## config.mk

```make
export PLATFORM = sky130hd
export DESIGN_NAME = intel_hex_dump_encoder
export DESIGN_NICKNAME = d
export VERILOG_FILES = /design/src/design/ihde_pkg.sv /design/src/design/ihde_front.sv /design/src/design/ihde_queue.sv /design/src/design/ihde_back.sv /design/src/design/intel_hex_dump_encoder.sv
export VERILOG_INCLUDE_DIRS = /design/src /design/src/design
export SDC_FILE = /design/constraint.sdc
export NUM_CORES = 1
export LEC_CHECK = 0
export BUFFER_PORTS_ARGS = -buffer_cell sky130_fd_sc_hd__buf_2
export CAP_MARGIN = 20
export CORE_ASPECT_RATIO = 0.75
export CORE_MARGIN = 8
export CORE_UTILIZATION = 49
export DETAILED_ROUTE_END_ITERATION = 7
export PLACE_DENSITY = 0.73
export RECOVER_POWER = 100
export SYNTH_ARGS = -nofsm -noshare
export SYNTH_HDL_FRONTEND = slang
export SYNTH_SLANG_ARGS = --single-unit
```

## constraint.sdc

```tcl
create_clock -name i_clk -period 7.65 [get_ports i_clk]
set_input_delay 0.765 -clock i_clk [delete_from_list [all_inputs] [get_ports i_clk]]
set_output_delay 0.765 -clock i_clk [all_outputs]
set_load 0.03 [all_outputs]
```

## src/design/intel_hex_dump_encoder_assert.svh

```systemverilog
// Assertion macros shared by the intel_hex_dump_encoder RTL files
`ifndef INTEL_HEX_DUMP_ENCODER_ASSERT_SVH
`define INTEL_HEX_DUMP_ENCODER_ASSERT_SVH
`ifndef ASSERT_OFF
// Check a property at every clock edge outside reset
`define IHDE_ASSERT(lbl, clk, rst_n, prop, msg) \
    lbl: assert property (@(posedge clk) disable iff (!rst_n) prop) else $error(msg);
// Check a property at every clock edge, reset included
`define IHDE_ASSERT_ALWAYS(lbl, clk, prop, msg) \
    lbl: assert property (@(posedge clk) prop) else $error(msg);
`else
`define IHDE_ASSERT(lbl, clk, rst_n, prop, msg)
`define IHDE_ASSERT_ALWAYS(lbl, clk, prop, msg)
`endif
`endif

```

## src/design/ihde_pkg.sv

```systemverilog
// Types, constants and character helpers for the Intel HEX dump encoder
`default_nettype none
package ihde_pkg;

    localparam int MAX_RECORD_DEF  = 255;
    localparam int MEM_SIZE_DEF    = 512;
    localparam int QUEUE_DEPTH_DEF = 4;

    localparam int START_W     = 9;
    localparam int LEN_W       = 10;
    localparam int BYTE_W      = 8;
    localparam int ADDR_W      = 16;
    localparam int MEMSZ_W     = 17;
    localparam int IN_TDATA_W  = 32;
    localparam int OFF_W       = 4;

    localparam logic [7:0] CH_COLON = 8'h3A;
    localparam logic [7:0] CH_ZERO  = 8'h30;
    localparam logic [7:0] CH_CR    = 8'h0D;
    localparam logic [7:0] CH_LF    = 8'h0A;
    localparam logic [7:0] REC_TYPE_EOF  = 8'h01;
    localparam logic [7:0] EOF_CHECKSUM  = 8'hFF;

    // Character groups of one command, in output order
    typedef enum logic [1:0] {
        SEG_HDR  = 2'd0,
        SEG_DATA = 2'd1,
        SEG_TRL  = 2'd2,
        SEG_EOF  = 2'd3
    } t_seg;

    // One queued request: which groups to send and their payload
    typedef struct packed {
        logic              eof;
        logic              trl;
        logic              dat;
        logic              hdr;
        logic [7:0]        cnt;
        logic [ADDR_W-1:0] addr;
        logic [BYTE_W-1:0] data;
        logic [7:0]        csum;
    } t_cmd;

    // Upper-case hex digit of a nibble
    function automatic logic [7:0] hex_char(input logic [3:0] nib);
        logic [7:0] n8;
        n8 = {4'h0, nib};
        return (nib < 4'd10) ? (8'h30 + n8) : (8'h37 + n8);
    endfunction

    // Offset of the final character in each group
    function automatic logic [OFF_W-1:0] seg_last(input t_seg s);
        logic [OFF_W-1:0] r;
        unique case (s)
            SEG_HDR:  r = 4'd8;
            SEG_DATA: r = 4'd1;
            SEG_TRL:  r = 4'd3;
            SEG_EOF:  r = 4'd12;
            default:  r = 4'd0;
        endcase
        return r;
    endfunction

    // Characters of the end-of-file record ":00000001FF" CR LF
    function automatic logic [7:0] eof_char(input logic [OFF_W-1:0] off);
        logic [7:0] c;
        unique case (off)
            4'd0:    c = CH_COLON;
            4'd1, 4'd2, 4'd3, 4'd4, 4'd5, 4'd6: c = CH_ZERO;
            4'd7:    c = hex_char(REC_TYPE_EOF[7:4]);
            4'd8:    c = hex_char(REC_TYPE_EOF[3:0]);
            4'd9:    c = hex_char(EOF_CHECKSUM[7:4]);
            4'd10:   c = hex_char(EOF_CHECKSUM[3:0]);
            4'd11:   c = CH_CR;
            4'd12:   c = CH_LF;
            default: c = 8'h00;
        endcase
        return c;
    endfunction

endpackage
`default_nettype wire

```

## src/design/ihde_front.sv

```systemverilog
// Front end: accepts dump bytes, tracks records and queues character requests
`default_nettype none
module ihde_front #(
    parameter int MAX_RECORD = ihde_pkg::MAX_RECORD_DEF,
    parameter int MEM_SIZE   = ihde_pkg::MEM_SIZE_DEF
) (
    input  wire logic                         i_clk,
    input  wire logic                         i_rst_n,
    input  wire logic                         i_valid,
    input  wire logic [ihde_pkg::START_W-1:0] i_base_addr,
    input  wire logic [ihde_pkg::LEN_W-1:0]   i_total_len,
    input  wire logic [ihde_pkg::BYTE_W-1:0]  i_data_byte,
    output logic                              o_ready,
    input  wire logic                         i_full,
    output logic                              o_push,
    output ihde_pkg::t_cmd                    o_cmd
);
    import ihde_pkg::*;

    localparam logic [MEMSZ_W-1:0] MEM_SZ  = MEMSZ_W'(MEM_SIZE);
    localparam logic [LEN_W-1:0]   MAX_REC = LEN_W'(MAX_RECORD);

    logic              r_active,  n_active;
    logic [LEN_W-1:0]  r_bytes_left, n_bytes_left;
    logic [LEN_W-1:0]  r_skip_left,  n_skip_left;
    logic [7:0]        r_record_left, n_record_left;
    logic [ADDR_W-1:0] r_record_address, n_record_address;
    logic [7:0]        r_running_sum, n_running_sum;

    logic              accept;
    logic [MEMSZ_W-1:0] start_ext, len_ext, avail, keep_ext;
    logic [LEN_W-1:0]  keep, items;
    logic              eof_only, produce;
    logic [LEN_W-1:0]  e_bl, e_skip, cnt_wide;
    logic [7:0]        e_rl, e_rs, cnt, sum0, sum1, rl_base, rl1;
    logic [ADDR_W-1:0] e_ra;
    t_cmd              cmd;

    assign o_ready = !i_full;
    assign accept  = i_valid && !i_full;
    assign o_push  = accept && produce;
    assign o_cmd   = cmd;

    // Clip the dump length at the end of memory
    always_comb begin
        start_ext = {{(MEMSZ_W-START_W){1'b0}}, i_base_addr};
        len_ext   = {{(MEMSZ_W-LEN_W){1'b0}}, i_total_len};
        avail     = (start_ext < MEM_SZ) ? (MEM_SZ - start_ext) : '0;
        keep_ext  = (len_ext < avail) ? len_ext : avail;
        keep      = keep_ext[LEN_W-1:0];
        items     = (i_total_len == '0) ? LEN_W'(1) : i_total_len;
    end

    // Work out the next record state and the request for this byte
    always_comb begin
        e_bl     = r_bytes_left;
        e_skip   = r_skip_left;
        e_rl     = r_record_left;
        e_ra     = r_record_address;
        e_rs     = r_running_sum;
        eof_only = 1'b0;
        if (!r_active) begin
            e_ra = {{(ADDR_W-START_W){1'b0}}, i_base_addr};
            e_rl = '0;
            e_rs = '0;
            if (keep == '0) begin
                eof_only = 1'b1;
            end else begin
                e_bl   = keep;
                e_skip = items - keep;
            end
        end

        cnt_wide = (e_bl < MAX_REC) ? e_bl : MAX_REC;
        cnt      = cnt_wide[7:0];
        sum0     = (e_rl == '0) ? (cnt + e_ra[15:8] + e_ra[7:0]) : e_rs;
        sum1     = sum0 + i_data_byte;
        rl_base  = (e_rl == '0) ? cnt : e_rl;
        rl1      = rl_base - 8'd1;

        n_active         = r_active;
        n_bytes_left     = e_bl;
        n_skip_left      = e_skip;
        n_record_left    = e_rl;
        n_record_address = e_ra;
        n_running_sum    = e_rs;
        produce          = 1'b0;
        cmd              = '0;
        cmd.cnt          = cnt;
        cmd.addr         = e_ra;
        cmd.data         = i_data_byte;
        cmd.csum         = 8'h00 - sum1;

        priority if (eof_only) begin
            cmd.eof      = 1'b1;
            produce      = 1'b1;
            n_skip_left  = items - LEN_W'(1);
            n_bytes_left = '0;
            n_active     = (n_skip_left != '0);
        end else if (e_bl == '0) begin
            // Swallow a clipped item
            n_skip_left = (e_skip != '0) ? (e_skip - LEN_W'(1)) : '0;
            n_active    = (n_skip_left != '0);
        end else begin
            produce          = 1'b1;
            cmd.hdr          = (e_rl == '0);
            cmd.dat          = 1'b1;
            cmd.trl          = (rl1 == '0);
            cmd.eof          = (e_bl == LEN_W'(1));
            n_record_left    = rl1;
            n_bytes_left     = e_bl - LEN_W'(1);
            n_record_address = e_ra + ADDR_W'(1);
            n_running_sum    = (rl1 == '0) ? 8'h00 : sum1;
            n_active         = !((e_bl == LEN_W'(1)) && (e_skip == '0));
        end
    end

    // Hold record state, advance on each accepted byte
    always_ff @(posedge i_clk) begin
        if (!i_rst_n) begin
            r_active         <= 1'b0;
            r_bytes_left     <= '0;
            r_skip_left      <= '0;
            r_record_left    <= '0;
            r_record_address <= '0;
            r_running_sum    <= '0;
        end else if (accept) begin
            r_active         <= n_active;
            r_bytes_left     <= n_bytes_left;
            r_skip_left      <= n_skip_left;
            r_record_left    <= n_record_left;
            r_record_address <= n_record_address;
            r_running_sum    <= n_running_sum;
        end
    end

endmodule
`default_nettype wire

```

## src/design/ihde_queue.sv

```systemverilog
// Short request queue between the front end and the character sequencer
`default_nettype none
`include "intel_hex_dump_encoder_assert.svh"
module ihde_queue #(
    parameter int DEPTH = ihde_pkg::QUEUE_DEPTH_DEF
) (
    input  wire logic      i_clk,
    input  wire logic      i_rst_n,
    input  wire logic      i_push,
    input  ihde_pkg::t_cmd i_cmd,
    output logic           o_full,
    input  wire logic      i_pop,
    output ihde_pkg::t_cmd o_cmd,
    output logic           o_empty
);
    import ihde_pkg::*;

    localparam int PTR_W = (DEPTH > 1) ? $clog2(DEPTH) : 1;
    localparam int CNT_W = $clog2(DEPTH + 1);
    localparam logic [PTR_W-1:0] PTR_LAST = PTR_W'(DEPTH - 1);
    localparam logic [CNT_W-1:0] CNT_FULL = CNT_W'(DEPTH);

    t_cmd             r_mem [DEPTH];
    logic [PTR_W-1:0] r_wr_ptr, r_rd_ptr;
    logic [CNT_W-1:0] r_count;

    assign o_full  = (r_count == CNT_FULL);
    assign o_empty = (r_count == '0);
    assign o_cmd   = r_mem[r_rd_ptr];

    // Store requests
    always_ff @(posedge i_clk) begin
        if (i_push) begin
            r_mem[r_wr_ptr] <= i_cmd;
        end
    end

    // Advance pointers and fill count
    always_ff @(posedge i_clk) begin
        if (!i_rst_n) begin
            r_wr_ptr <= '0;
            r_rd_ptr <= '0;
            r_count  <= '0;
        end else begin
            if (i_push) begin
                r_wr_ptr <= (r_wr_ptr == PTR_LAST) ? '0 : (r_wr_ptr + PTR_W'(1));
            end
            if (i_pop) begin
                r_rd_ptr <= (r_rd_ptr == PTR_LAST) ? '0 : (r_rd_ptr + PTR_W'(1));
            end
            if (i_push && !i_pop) begin
                r_count <= r_count + CNT_W'(1);
            end else if (i_pop && !i_push) begin
                r_count <= r_count - CNT_W'(1);
            end
        end
    end

    `IHDE_ASSERT(a_count_bound, i_clk, i_rst_n, r_count <= CNT_FULL, "queue overfilled")
    `IHDE_ASSERT(a_no_push_full, i_clk, i_rst_n, !(i_push && o_full), "push into full queue")
    `IHDE_ASSERT(a_no_pop_empty, i_clk, i_rst_n, !(i_pop && o_empty), "pop from empty queue")

endmodule
`default_nettype wire

```

## src/design/ihde_back.sv

```systemverilog
// Back end: expands queued requests into HEX characters, one per cycle while i_tready allows
`default_nettype none
`include "intel_hex_dump_encoder_assert.svh"
module ihde_back (
    input  wire logic       i_clk,
    input  wire logic       i_rst_n,
    input  wire logic       i_empty,
    input  ihde_pkg::t_cmd  i_cmd,
    output logic            o_pop,
    output logic            o_tvalid,
    input  wire logic       i_tready,
    output logic [7:0]      o_tdata,
    output logic            o_tlast
);
    import ihde_pkg::*;

    logic             r_busy;
    t_cmd             r_cmd;
    t_seg             r_seg;
    logic [OFF_W-1:0] r_off;
    logic             r_tvalid;
    logic [7:0]       r_tdata;
    logic             r_tlast;

    logic [3:0]       en, in_en;
    logic             adv, seg_end, has_next, last_char, load;
    t_seg             next_seg, first_seg;
    logic [7:0]       ch;

    assign en    = {r_cmd.eof, r_cmd.trl, r_cmd.dat, r_cmd.hdr};
    assign in_en = {i_cmd.eof, i_cmd.trl, i_cmd.dat, i_cmd.hdr};

    // Pick the character at the current group and offset
    always_comb begin
        unique case (r_seg)
            SEG_HDR: begin
                unique case (r_off)
                    4'd0:    ch = CH_COLON;
                    4'd1:    ch = hex_char(r_cmd.cnt[7:4]);
                    4'd2:    ch = hex_char(r_cmd.cnt[3:0]);
                    4'd3:    ch = hex_char(r_cmd.addr[15:12]);
                    4'd4:    ch = hex_char(r_cmd.addr[11:8]);
                    4'd5:    ch = hex_char(r_cmd.addr[7:4]);
                    4'd6:    ch = hex_char(r_cmd.addr[3:0]);
                    default: ch = CH_ZERO;
                endcase
            end
            SEG_DATA: ch = (r_off == '0) ? hex_char(r_cmd.data[7:4])
                                         : hex_char(r_cmd.data[3:0]);
            SEG_TRL: begin
                unique case (r_off)
                    4'd0:    ch = hex_char(r_cmd.csum[7:4]);
                    4'd1:    ch = hex_char(r_cmd.csum[3:0]);
                    4'd2:    ch = CH_CR;
                    default: ch = CH_LF;
                endcase
            end
            SEG_EOF:  ch = eof_char(r_off);
            default:  ch = 8'h00;
        endcase
    end

    // Find the following group of this request and the first group of the next
    always_comb begin
        has_next  = 1'b0;
        next_seg  = SEG_HDR;
        first_seg = SEG_EOF;
        for (int k = 3; k >= 0; k--) begin
            if (en[k] && (2'(k) > r_seg)) begin
                has_next = 1'b1;
                next_seg = t_seg'(2'(k));
            end
            if (in_en[k]) begin
                first_seg = t_seg'(2'(k));
            end
        end
    end

    assign seg_end   = (r_off == seg_last(r_seg));
    assign last_char = seg_end && !has_next;
    assign adv       = r_busy && (!r_tvalid || i_tready);
    assign load      = (!r_busy || (adv && last_char)) && !i_empty;
    assign o_pop     = load;

    assign o_tvalid = r_tvalid;
    assign o_tdata  = r_tdata;
    assign o_tlast  = r_tlast;

    // Hold the current request, step through its characters
    always_ff @(posedge i_clk) begin
        if (!i_rst_n) begin
            r_busy   <= 1'b0;
            r_seg    <= SEG_HDR;
            r_off    <= '0;
            r_tvalid <= 1'b0;
        end else begin
            if (load) begin
                r_busy <= 1'b1;
                r_seg  <= first_seg;
                r_off  <= '0;
            end else if (adv) begin
                if (last_char) begin
                    r_busy <= 1'b0;
                end else if (seg_end) begin
                    r_seg <= next_seg;
                    r_off <= '0;
                end else begin
                    r_off <= r_off + OFF_W'(1);
                end
            end

            if (adv) begin
                r_tvalid <= 1'b1;
            end else if (i_tready) begin
                r_tvalid <= 1'b0;
            end
        end
    end

    // Payload registers
    always_ff @(posedge i_clk) begin
        if (load) begin
            r_cmd <= i_cmd;
        end
        if (adv) begin
            r_tdata <= ch;
            r_tlast <= last_char;
        end
    end

    `IHDE_ASSERT(a_seg_enabled, i_clk, i_rst_n, r_busy |-> en[r_seg], "active group not requested")
    `IHDE_ASSERT(a_off_bound, i_clk, i_rst_n, r_busy |-> (r_off <= seg_last(r_seg)), "offset past group")
    `IHDE_ASSERT_ALWAYS(a_reset_idle, i_clk, !i_rst_n |=> !o_tvalid, "output valid after reset")

endmodule
`default_nettype wire

```

## src/design/intel_hex_dump_encoder.sv

```systemverilog
// Intel HEX dump encoder: an accepted byte is queued and loaded into the back end before
// its first character is registered; output runs at one character per cycle unless stalled.
// Each kept byte yields 2 to 28 characters, so the character sequencer sets the pace;
// bytes are accepted one per cycle while the request queue has room.
// Reset (i_rst_n low, synchronous) ends any dump, empties the queue, drops m_axis_tvalid.
`default_nettype none
module intel_hex_dump_encoder #(
    parameter int MAX_RECORD  = ihde_pkg::MAX_RECORD_DEF,
    parameter int MEM_SIZE    = ihde_pkg::MEM_SIZE_DEF,
    parameter int QUEUE_DEPTH = ihde_pkg::QUEUE_DEPTH_DEF
) (
    input  wire logic                            i_clk,
    input  wire logic                            i_rst_n,
    input  wire logic                            s_axis_tvalid,
    output logic                                 s_axis_tready,
    // [8:0] base_addr, [18:9] total_len, [26:19] data_byte, [31:27] zero
    input  wire logic [ihde_pkg::IN_TDATA_W-1:0] s_axis_tdata,
    output logic                                 m_axis_tvalid,
    input  wire logic                            m_axis_tready,
    // [7:0] ascii_char
    output logic [7:0]                           m_axis_tdata,
    output logic                                 m_axis_tlast
);
    import ihde_pkg::*;

    logic push, full, pop, empty;
    t_cmd front_cmd, queue_cmd;

    ihde_front #(
        .MAX_RECORD (MAX_RECORD),
        .MEM_SIZE   (MEM_SIZE)
    ) u_front (
        .i_clk        (i_clk),
        .i_rst_n      (i_rst_n),
        .i_valid      (s_axis_tvalid),
        .i_base_addr  (s_axis_tdata[8:0]),
        .i_total_len  (s_axis_tdata[18:9]),
        .i_data_byte  (s_axis_tdata[26:19]),
        .o_ready      (s_axis_tready),
        .i_full       (full),
        .o_push       (push),
        .o_cmd        (front_cmd)
    );

    ihde_queue #(
        .DEPTH (QUEUE_DEPTH)
    ) u_queue (
        .i_clk   (i_clk),
        .i_rst_n (i_rst_n),
        .i_push  (push),
        .i_cmd   (front_cmd),
        .o_full  (full),
        .i_pop   (pop),
        .o_cmd   (queue_cmd),
        .o_empty (empty)
    );

    ihde_back u_back (
        .i_clk    (i_clk),
        .i_rst_n  (i_rst_n),
        .i_empty  (empty),
        .i_cmd    (queue_cmd),
        .o_pop    (pop),
        .o_tvalid (m_axis_tvalid),
        .i_tready (m_axis_tready),
        .o_tdata  (m_axis_tdata),
        .o_tlast  (m_axis_tlast)
    );

endmodule
`default_nettype wire
```

==> summary by stage, run 1 <==
Outcome
The run finished, with violations left. The final reports fail on max-capacitance violations, max-slew violations.

Timing
The worst path in the final design needs a cycle of 7234 ps, including I/O delays and setup. The max-slew violation count came to 165. The final-report hold violation count is 0. Setup repair after global routing left no endpoint under its margin. The fraction of the cycle the final worst path needs is 94.56%.

At the pin with the least slew margin, the transition time is 3939 ps. The highest clock rate is 138.2 MHz. For the final database, setup skew stands at 28.44 ps. Setup violations remaining at the end of the flow were counted as 0. Headroom to the max-slew limit came out at -162.6%.

Power
IR analysis of the VDD net gives a maximum drop of 0.3609 mV. Power spread over the standard cell area amounts to 355.8 nW/um^2. The fraction of power spent switching nets is 37.51%.

Total power for the finished layout comes to 6.593 mW. The internal power of the cells is 4.120 mW. Combinational logic burns 40.5% of the power. The portion of total power attributed to sequential cells is 39.0%. Per report_power, the clock group accounts for 20.5% of the total. The cell leakage power is 6.564 nW. The net load switching power is 2.473 mW.

Global routing
The wire length of the first global-routing pass is 68.34 mm. The maximum number of pins on one net before global-route repair is 47. The total congestion overflow is 0. Global routing used 20.84% of the available tracks. The via count of the first global-routing pass came to 12.34k. The initial antenna violation count was 0.

Die
The x dimension of the die is 229.9 um. The die extent in y is 176.4 um. In this run the core area contains 58 standard-cell rows. For this configuration, the core starts out at a cell density of 49.94%. The die covers 40560 sq um. The area of the core region is 33670 sq um. The number of placed I/O pins is 47.

Cells and area
Leaving out fill and tap cells, the most frequent cell in the layout is sky130_fd_sc_hd__edfxtp_1. The number of antenna cells inserted is 0. The area growth from synthesis to layout is 10.21%.

The filler cell count in the final layout is 2896. The post-route non-filler standard cell count is 2024. For this run, the post-layout net count is 1669. Cells with a size suffix above 1 make up 12.90% of the layout. The top cell types in the final layout, fill and taps aside, are sky130_fd_sc_hd__edfxtp_1 (227), sky130_fd_sc_hd__nand2_1 (123), sky130_fd_sc_hd__nor2_1 (95).

Drt
The residual DRC count is 0. The pre-antenna-repair detailed-routing pass consisted of 7 iterations. The number of DRC violations after detailed-routing iteration 0 is 1397.

The via total after detailed routing is 12.56k. The detail-routed via count per cell is 6.207. The total detailed-routing wirelength is 43.62 mm. The number of nets still failing antenna checks after routing is 0. The routed length per instance is 21.55 um.

Setup path
The critical path capture point type is a flip-flop. For this run, the slowest stage of the critical path takes 540 ps. Data on the critical path arrives at its endpoint at 7520 ps. Along the worst path, the maximum fanout reaches 5. The worst setup path is launched from an input pin. The critical path is of the in2reg type. The slowest stage of the critical path belongs to the cell sky130_fd_sc_hd__or4_4. The required time of the critical path is 7930 ps.

Synth
During synthesis, Yosys emitted a total of 0 warnings. The library cell with the largest summed area after synthesis is sky130_fd_sc_hd__edfxtp_1. The proportion of netlist area held by the largest area contributor is 40.54%.

In this run, synthesis inferred 227 flip-flops with an integrated enable. The per-instance average area after synthesis is 11.14 sq um. The post-synthesis cell type count is 93. The synthesized design contains 303 register bits.

By area the synthesized netlist is led by sky130_fd_sc_hd__edfxtp_1 (41%), sky130_fd_sc_hd__dfxtp_1 (9.0%), sky130_fd_sc_hd__mux4_2 (5.9%). The post-synthesis net count is 1626. The number of standard cells after synthesis is 1509.

The share of the Yosys chip area taken by registers is 49.59%. The async set-reset flop share out of synthesis is 0%. In the synthesized netlist the dominant register cell turns out to be sky130_fd_sc_hd__edfxtp_1.

After synthesis the cells add up to 16810 sq um.

CTS
The clock reaches the later pin of the worst-skew pair after 570 ps. The CTS clock-pin slew for the worst setup and hold paths is 70 ps. TritonCTS built the clock tree. The number of buffers inserted by hold repair at cts is 0. The clock passes through at most 3 buffers. Clock tree synthesis found a total of 303 sinks.

In this run the number of H-tree levels came out at 1. After clock tree synthesis, the repair step resized 0 gates. In this run the post-CTS setup repair buffer count came out at 0.

The cell chosen for the clock root is sky130_fd_sc_hd__clkbuf_16. In this run, CTS created clock tree buffers numbering 28.

Placement
At the end of routability-driven placement, the weighted congestion stood at 0.9250. The number of placed instances, taps included, is 1972. The quantity of I/O buffers inserted on ports is 40.

The HPWL after detailed placement is 30.47 mm.

Min path
The type of the most critical hold path is reg2reg.

Job
The max-capacitance violation count is 4.
==> sequential cells by signal, summed over array words and instances (netlist names), named ones only <==
register,cells
u_queue.r_mem,176
u_back.r_seg,2
u_queue.r_count,3
u_front.r_skip_left,10
u_back.r_off,4
u_front.r_active,1
u_back.o_tlast,1
u_back.r_cmd,40
u_front.r_bytes_left,10
u_back.en,3
u_queue.r_rd_ptr,2
u_front.r_running_sum,8
u_front.r_record_address,16
u_front.r_record_left,8
u_queue.r_wr_ptr,2
u_back.o_tdata,7
u_back.o_tvalid,1
u_back.r_busy,1
==> area by class of cell <==
| class | count | area, sq um | share of cell area (%) |
|---|---|---|---|
| clock inverters | 15 | 137.6 | 0.7427 |
| repair buffers | 87 | 485.5 | 2.620 |
| multi-input cells | 1047 | 7951 | 42.91 |
| well taps | 450 | 563.0 | 3.038 |
| flip-flops and latches | 303 | 8341 | 45.01 |
| inverters | 85 | 319.1 | 1.722 |
| clock buffers | 37 | 734.5 | 3.963 |
==> cell usage after synthesis, drive strengths merged (15+ instances only) <==
| cell type | n |
|---|---|
| xnor2 | 44 |
| xor2 | 23 |
| dfxtp | 76 |
| buf | 19 |
| o22ai | 20 |
| nor3 | 34 |
| inv | 85 |
| clkbuf | 55 |
| nor2 | 97 |
| a211oi | 16 |
| o21ai | 80 |
| o211ai | 19 |
| nand3 | 61 |
| nand2 | 126 |
| and2 | 19 |
| a21oi | 78 |
| mux4 | 44 |
| or3 | 20 |
| mux2i | 30 |
| ha | 70 |
| edfxtp | 227 |
| a31oi | 15 |
==> power groups by stage <==
stage / registers (mW) / clock network, mW / logic, mW
2_1_floorplan: 2.54 / 0 / 1.93
5_1_grt: 2.61 / 1.43 / 2.93
4_1_cts: 2.56 / 1.37 / 2.67
3_3_place_gp: 2.56 / 0 / 2.56
3_5_place_dp: 2.59 / 0 / 2.65
6_report: 2.57 / 1.35 / 2.67
==> per-layer routing <==
layer  vias to the layer above  track usage, %  part of all wire (%)
li1                       5806               -                     -
met1                      6124           28.12                    43
met2                       543           33.86                    46
met3                        89           3.817                   7.5
met4                         0           6.772                   3.3
met5                         -               0                     0
==> kinds of logic after synthesis <==
group | Yosys count | share of synthesized area [%]
adders and majority gates | 81 | 6.518
AOI/OAI and AO/OA | 355 | 14.38
buffers and inverters | 159 | 3.728
and+or+nand+nor | 459 | 13.88
muxes | 84 | 8.393
other | 1 | 0.02230
DFF | 303 | 49.59
xor gates and xnor gates | 67 | 3.490
==> per-stage QoR <==
| stage | setup WS, ps | instance area, sq um | utilization [%] | TNS, ps | hold WS [ps] |
|---|---|---|---|---|---|
| floorplan | -5.195 | 16970 | - | -20.78 | 431.9 |
| global placement | 70.00 | 17780 | 52.79 | 0 | 445.8 |
| detailed placement | -70.42 | 17780 | 52.79 | -281.6 | 456.1 |
| CTS | 508.3 | 18650 | 55.38 | 0 | 423.1 |
| global route | 75.42 | 18530 | 55.03 | 0 | 497.3 |
| finish | 415.9 | 18530 | 55.03 | 0 | 466.5 |
==> critical path: cells and delay by family <==
kind	cells	cell delay, ps
xor gates and xnor gates	4	680
AOI/OAI and AO/OA	9	1380
adders and majority gates	6	1870
buffers and inverters	5	380
muxes	2	460
and+or+nand+nor	9	1980
==> path summary, 6_finish.rpt <==
check                                              endpoint  depth (start not counted)  slack [ps]                        start
worst min-delay path            u_front.r_record_address[1]                          2         470  u_front.r_record_address[1]
worst max register to register          u_queue.r_mem[0][7]                         22         810             u_front.r_active
worst max-delay path                    u_queue.r_mem[0][7]                         35         420              s_axis_tdata[6]
worst min register to register  u_front.r_record_address[1]                          2         470  u_front.r_record_address[1]
No activity file was read; power rests on OpenSTA's default activity.
==> run 2: changes to the inputs <==
Settings changed: ABC_AREA from default to 1, RECOVER_POWER 100 to default, REMOVE_ABC_BUFFERS from default to 1.
==> summary by stage, run 2 <==
Timing
The max-slew violation count came to 0 (was 165). The fraction of the cycle the final worst path needs is 92.84% (was 94.56%). The tightest slew margin relative to the limit is 27.64% (was -162.6%). The time the worst path needs with I/O delays and setup is 7102 ps (was 7234 ps). The sum of negative setup slack is 0 ps (unchanged). The highest clock rate is 140.8 MHz (was 138.2 MHz). The final-report hold violation count is 0 (unchanged). The slew at the pin closest to its max-slew limit is 1074 ps (was 3939 ps). The maximum clock skew at final layout was 29.65 ps (was 28.44 ps). The count of final setup violators is 0 (unchanged).

The post-route worst setup slack is 547.7 ps (was 415.9 ps).

Outcome
Result of the run: completed (was complete, but fails checks).

Placement
The HPWL after detailed placement came to 28.18 mm (was 30.47 mm). The last weighted congestion value of the routability-driven placer is 0.9336 (was 0.9250). The pre-CTS setup slack is -245.0 ps (was -70.42 ps). The number of placed cells counting well taps is 2334 (was 1972).

The post-place instance area is 17590 sq um (was 17780 sq um). The quantity of I/O buffers inserted on ports was 40 (unchanged).

Setup path
The slowest library cell on the worst path was sky130_fd_sc_hd__fa_1 (was sky130_fd_sc_hd__or4_4). The library cell appearing most often on the critical path is sky130_fd_sc_hd__nand2_1. The number of buffer and inverter instances along the worst setup path came to 11 (was 5). The cell count of the worst reg-to-reg path is 32 (was 22).

The critical path capture point type is a flip-flop (unchanged). The classification of the worst setup path is in2reg (unchanged). The beginning of the worst register-to-register path is u_front.r_active (unchanged). The maximum fanout along the worst path is 7 (was 5). The slack of the worst reg-to-reg path is 2450 ps (was 810 ps). The capture point of the worst reg-to-reg path is u_front.r_running_sum[7] (was u_queue.r_mem[0][7]). The arrival time at the worst endpoint is 7610 ps (was 7520 ps). The required time of the critical path is 8160 ps (was 7930 ps). The beginning of the critical path is s_axis_tdata[0] (was s_axis_tdata[6]). The kind of cell adding the most delay to the critical path is simple AND/OR/NAND/NOR gates (unchanged). The delay of the slowest critical-path stage is 430 ps (was 540 ps). The kind of start point of the critical path is an input pin (unchanged).

CTS
The number of sinks handled by clock tree synthesis was 303 (unchanged). The number of clock buffers inserted by TritonCTS came to 30 (was 28). The CTS clock-pin slew for the worst setup and hold paths came to 70 ps (about the same). The number of H-tree branching levels is 1 (unchanged). The CTS tree was done (unchanged). The cell chosen for the clock root was sky130_fd_sc_hd__clkbuf_16 (unchanged). The number of buffers inserted by hold repair at cts is 0 (unchanged).

The clock latency on the worst-skew pair is 600 ps (was 570 ps). The maximum buffer depth of the clock tree is 3 (unchanged).

Synth
The most numerous cell in the Yosys netlist is sky130_fd_sc_hd__nand2_1 (was sky130_fd_sc_hd__edfxtp_1). The cell area after synthesis came to 16580 sq um (was 16810 sq um). The count of yosys warnings during synthesis is 0 (unchanged). The number of synthesized register bits came to 303 (unchanged). The sequential-to-total area share from yosys stat is 50.28% (was 49.59%). Ranking of synthesized cells by area: sky130_fd_sc_hd__edfxtp_1 (41%), sky130_fd_sc_hd__dfxtp_1 (9.2%), sky130_fd_sc_hd__o21ai_0 (6.6%) (was sky130_fd_sc_hd__edfxtp_1 (41%), sky130_fd_sc_hd__dfxtp_1 (9.0%), sky130_fd_sc_hd__mux4_2 (5.9%)). The library cell with the largest summed area after synthesis is sky130_fd_sc_hd__edfxtp_1 (unchanged).

The per-instance average area after synthesis is 8.988 sq um (was 11.14 sq um). The proportion of netlist area held by the largest area contributor is 41.10% (was 40.54%). The post-synthesis cell type count came to 61 (was 93).

The async set-reset flop share out of synthesis came to 0% (unchanged). The prevailing post-synth register cell is sky130_fd_sc_hd__edfxtp_1 (unchanged). Most used standard cells in the synthesized netlist: sky130_fd_sc_hd__nand2_1 (265), sky130_fd_sc_hd__edfxtp_1 (227), sky130_fd_sc_hd__o21ai_0 (219) (was sky130_fd_sc_hd__edfxtp_1 (227), sky130_fd_sc_hd__nand2_1 (124), sky130_fd_sc_hd__nor2_1 (97)). The number of enable-type register cells in the synthesized netlist is 227 (unchanged). The number of standard cells after synthesis is 1845 (was 1509).

Cells and area
The register containing the most flip-flops in the final layout was u_queue.r_mem (unchanged). The layout overhead on the synthesized area was 13.05% (was 10.21%). The most frequent standard cell in the layout excluding fill and tap cells is sky130_fd_sc_hd__nand2_1 (was sky130_fd_sc_hd__edfxtp_1). The number of antenna cells inserted came to 0 (unchanged). Largest registers in the final layout: u_queue.r_mem (176), u_back.r_cmd (40), u_front.r_record_address (16) (unchanged).

The final instance area is 18750 sq um (was 18530 sq um). The fraction of final layout cells sized beyond drive strength 1 is 13.24% (was 12.90%). The post-layout utilization of the core is 56.04% (was 55.03%). The number of nets in the final layout was 2034 (was 1669). The post-route non-filler standard cell count was 2391 (was 2024). The flip-flop count of the largest register, all copies and words added is 176 (unchanged). Commonest cells after routing, fill and taps aside: sky130_fd_sc_hd__nand2_1 (265), sky130_fd_sc_hd__edfxtp_1 (227), sky130_fd_sc_hd__o21ai_0 (216) (was sky130_fd_sc_hd__edfxtp_1 (227), sky130_fd_sc_hd__nand2_1 (123), sky130_fd_sc_hd__nor2_1 (95)). The filler cell count in the final layout is 2883 (was 2896).

Drt
The number of DRC violations after detailed-routing iteration 0 is 1323 (was 1397). The routed length per instance is 17.38 um (was 21.55 um). The detail-routed via count per cell is 5.532 (was 6.207). The number of nets still failing antenna checks after routing is 0 (unchanged). The total detailed-routing wirelength was 41.55 mm (was 43.62 mm). The residual DRC count was 0 (unchanged).

The via total after detailed routing is 13.23k (was 12.56k). The first-pass iteration count of the detailed router is 6 (was 7).

Die
The area of the die was 40050 sq um (was 40560 sq um). The number of cell rows was 58 (unchanged). The area of the core region is 33450 sq um (was 33670 sq um). The initial core utilization is 49.57% (was 49.94%). The number of placed I/O pins is 47 (unchanged). The die extent in y is 175.3 um (was 176.4 um).

The x dimension of the die is 228.4 um (was 229.9 um).

Power
The worst supply voltage drop on vdd is 0.2244 mV (was 0.3609 mV). The cell area power density came to 385.0 nW/um^2 (was 355.8 nW/um^2). The cell leakage power is 7.591 nW (was 6.564 nW).

Global routing
The total congestion overflow is 0 (unchanged). The total global-route track usage is 20.13% (was 20.84%). The wire length of the first global-routing pass was 65.87 mm (was 68.34 mm).

The met3 routing resource usage after global routing is 2.805% (was 3.817%). The global-route layer with the greatest usage was met2 (unchanged). The met1 usage is 28.25% (was 28.12%). The met2 demand-to-capacity share in global routing is 32.45% (was 33.86%). The maximum number of pins on one net before global-route repair is 89 (was 47).

The initial antenna violation count is 0 (unchanged). The via count of the first global-routing pass is 12.52k (was 12.34k).

Min path
The worst hold path depth is 4 (was 2). The launch point of the worst hold path is m_axis_tready (was u_front.r_record_address[1]). The type of the most critical hold path is in2reg (was reg2reg). The worst hold endpoint is u_back.o_tvalid (was u_front.r_record_address[1]).

Job
The max-capacitance violation count came to 0 (was 4).
[run 2: timing repair]
item,4_1_cts,5_1_grt
resized for setup,0,18
setup endpoints to repair,0,18
hold endpoints to repair,0,0
buffers inserted,0,1
[run 2: area by class of cell]
type / count / area, sq um / share of cell area [%]
sequential: 303 / 8339 / 44.48
multi-input combinational: 1245 / 7193 / 38.37
inverter: 226 / 848.3 / 4.525
clock buffer: 37 / 828.3 / 4.418
timing repair buffer: 111 / 737.0 / 3.931
tap: 450 / 563.0 / 3.003
clock inverter: 19 / 239.0 / 1.275
[run 2: how the worst max path moves through the flow]
| stage | end | slack [ps] | cells past startpoint |
|---|---|---|---|
| 4_1_cts | u_queue.r_mem[0][7] | 360 | 54 |
| 2_1_floorplan | u_queue.r_mem[0][7] | 140 | 53 |
| 6_report | u_front.r_running_sum[7] | 550 | 56 |
| 3_3_place_gp | u_queue.r_mem[2][7] | -60 | 54 |
| 3_5_place_dp | u_queue.r_mem[0][7] | -240 | 54 |
| 5_1_grt | u_front.r_running_sum[7] | -40 | 56 |
[run 2: metrics by stage]
stage	power, mW	hold slack, ps
2_1_floorplan	4.560	440.2
3_3_place_gp	5.476	452.1
3_5_place_dp	5.597	456.6
4_1_cts	7.174	412.6
5_1_grt	7.688	444.9
6_report	7.217	437.3
[run 2: cell families after synthesis]
kind of cell | after synthesis | share of synthesized area (%)
AOI/OAI and AO/OA | 452 | 15.42
xor gates and xnor gates | 54 | 2.852
adders and majority gates | 81 | 6.609
buffers and inverters | 297 | 7.024
DFF | 303 | 50.28
other | 1 | 0.02261
and+or+nand+nor | 657 | 17.79
[run 2: power breakdown]
| part | switching [mW] | leakage (nW) | total (mW) | internal [mW] |
|---|---|---|---|---|
| registers | 0.174 | 2.72 | 2.57 | 2.39 |
| clock network | 0.656 | 0.514 | 1.57 | 0.913 |
| logic | 2.03 | 4.36 | 3.08 | 1.05 |
| total | 2.86 | 7.59 | 7.22 | 4.36 |
[run 2: tightest hold or removal path: stages]
cell	delay [ps]
sky130_fd_sc_hd__buf_2	70
sky130_fd_sc_hd__inv_1	30
sky130_fd_sc_hd__nand2_1	60
sky130_fd_sc_hd__a21oi_1	60
[run 2: layer usage]
layer | up-vias | routed length (um)
met5 | - | 0
met4 | 0 | 1046
met3 | 72 | 2765
met2 | 454 | 18470
met1 | 6218 | 19270
li1 | 6483 | -
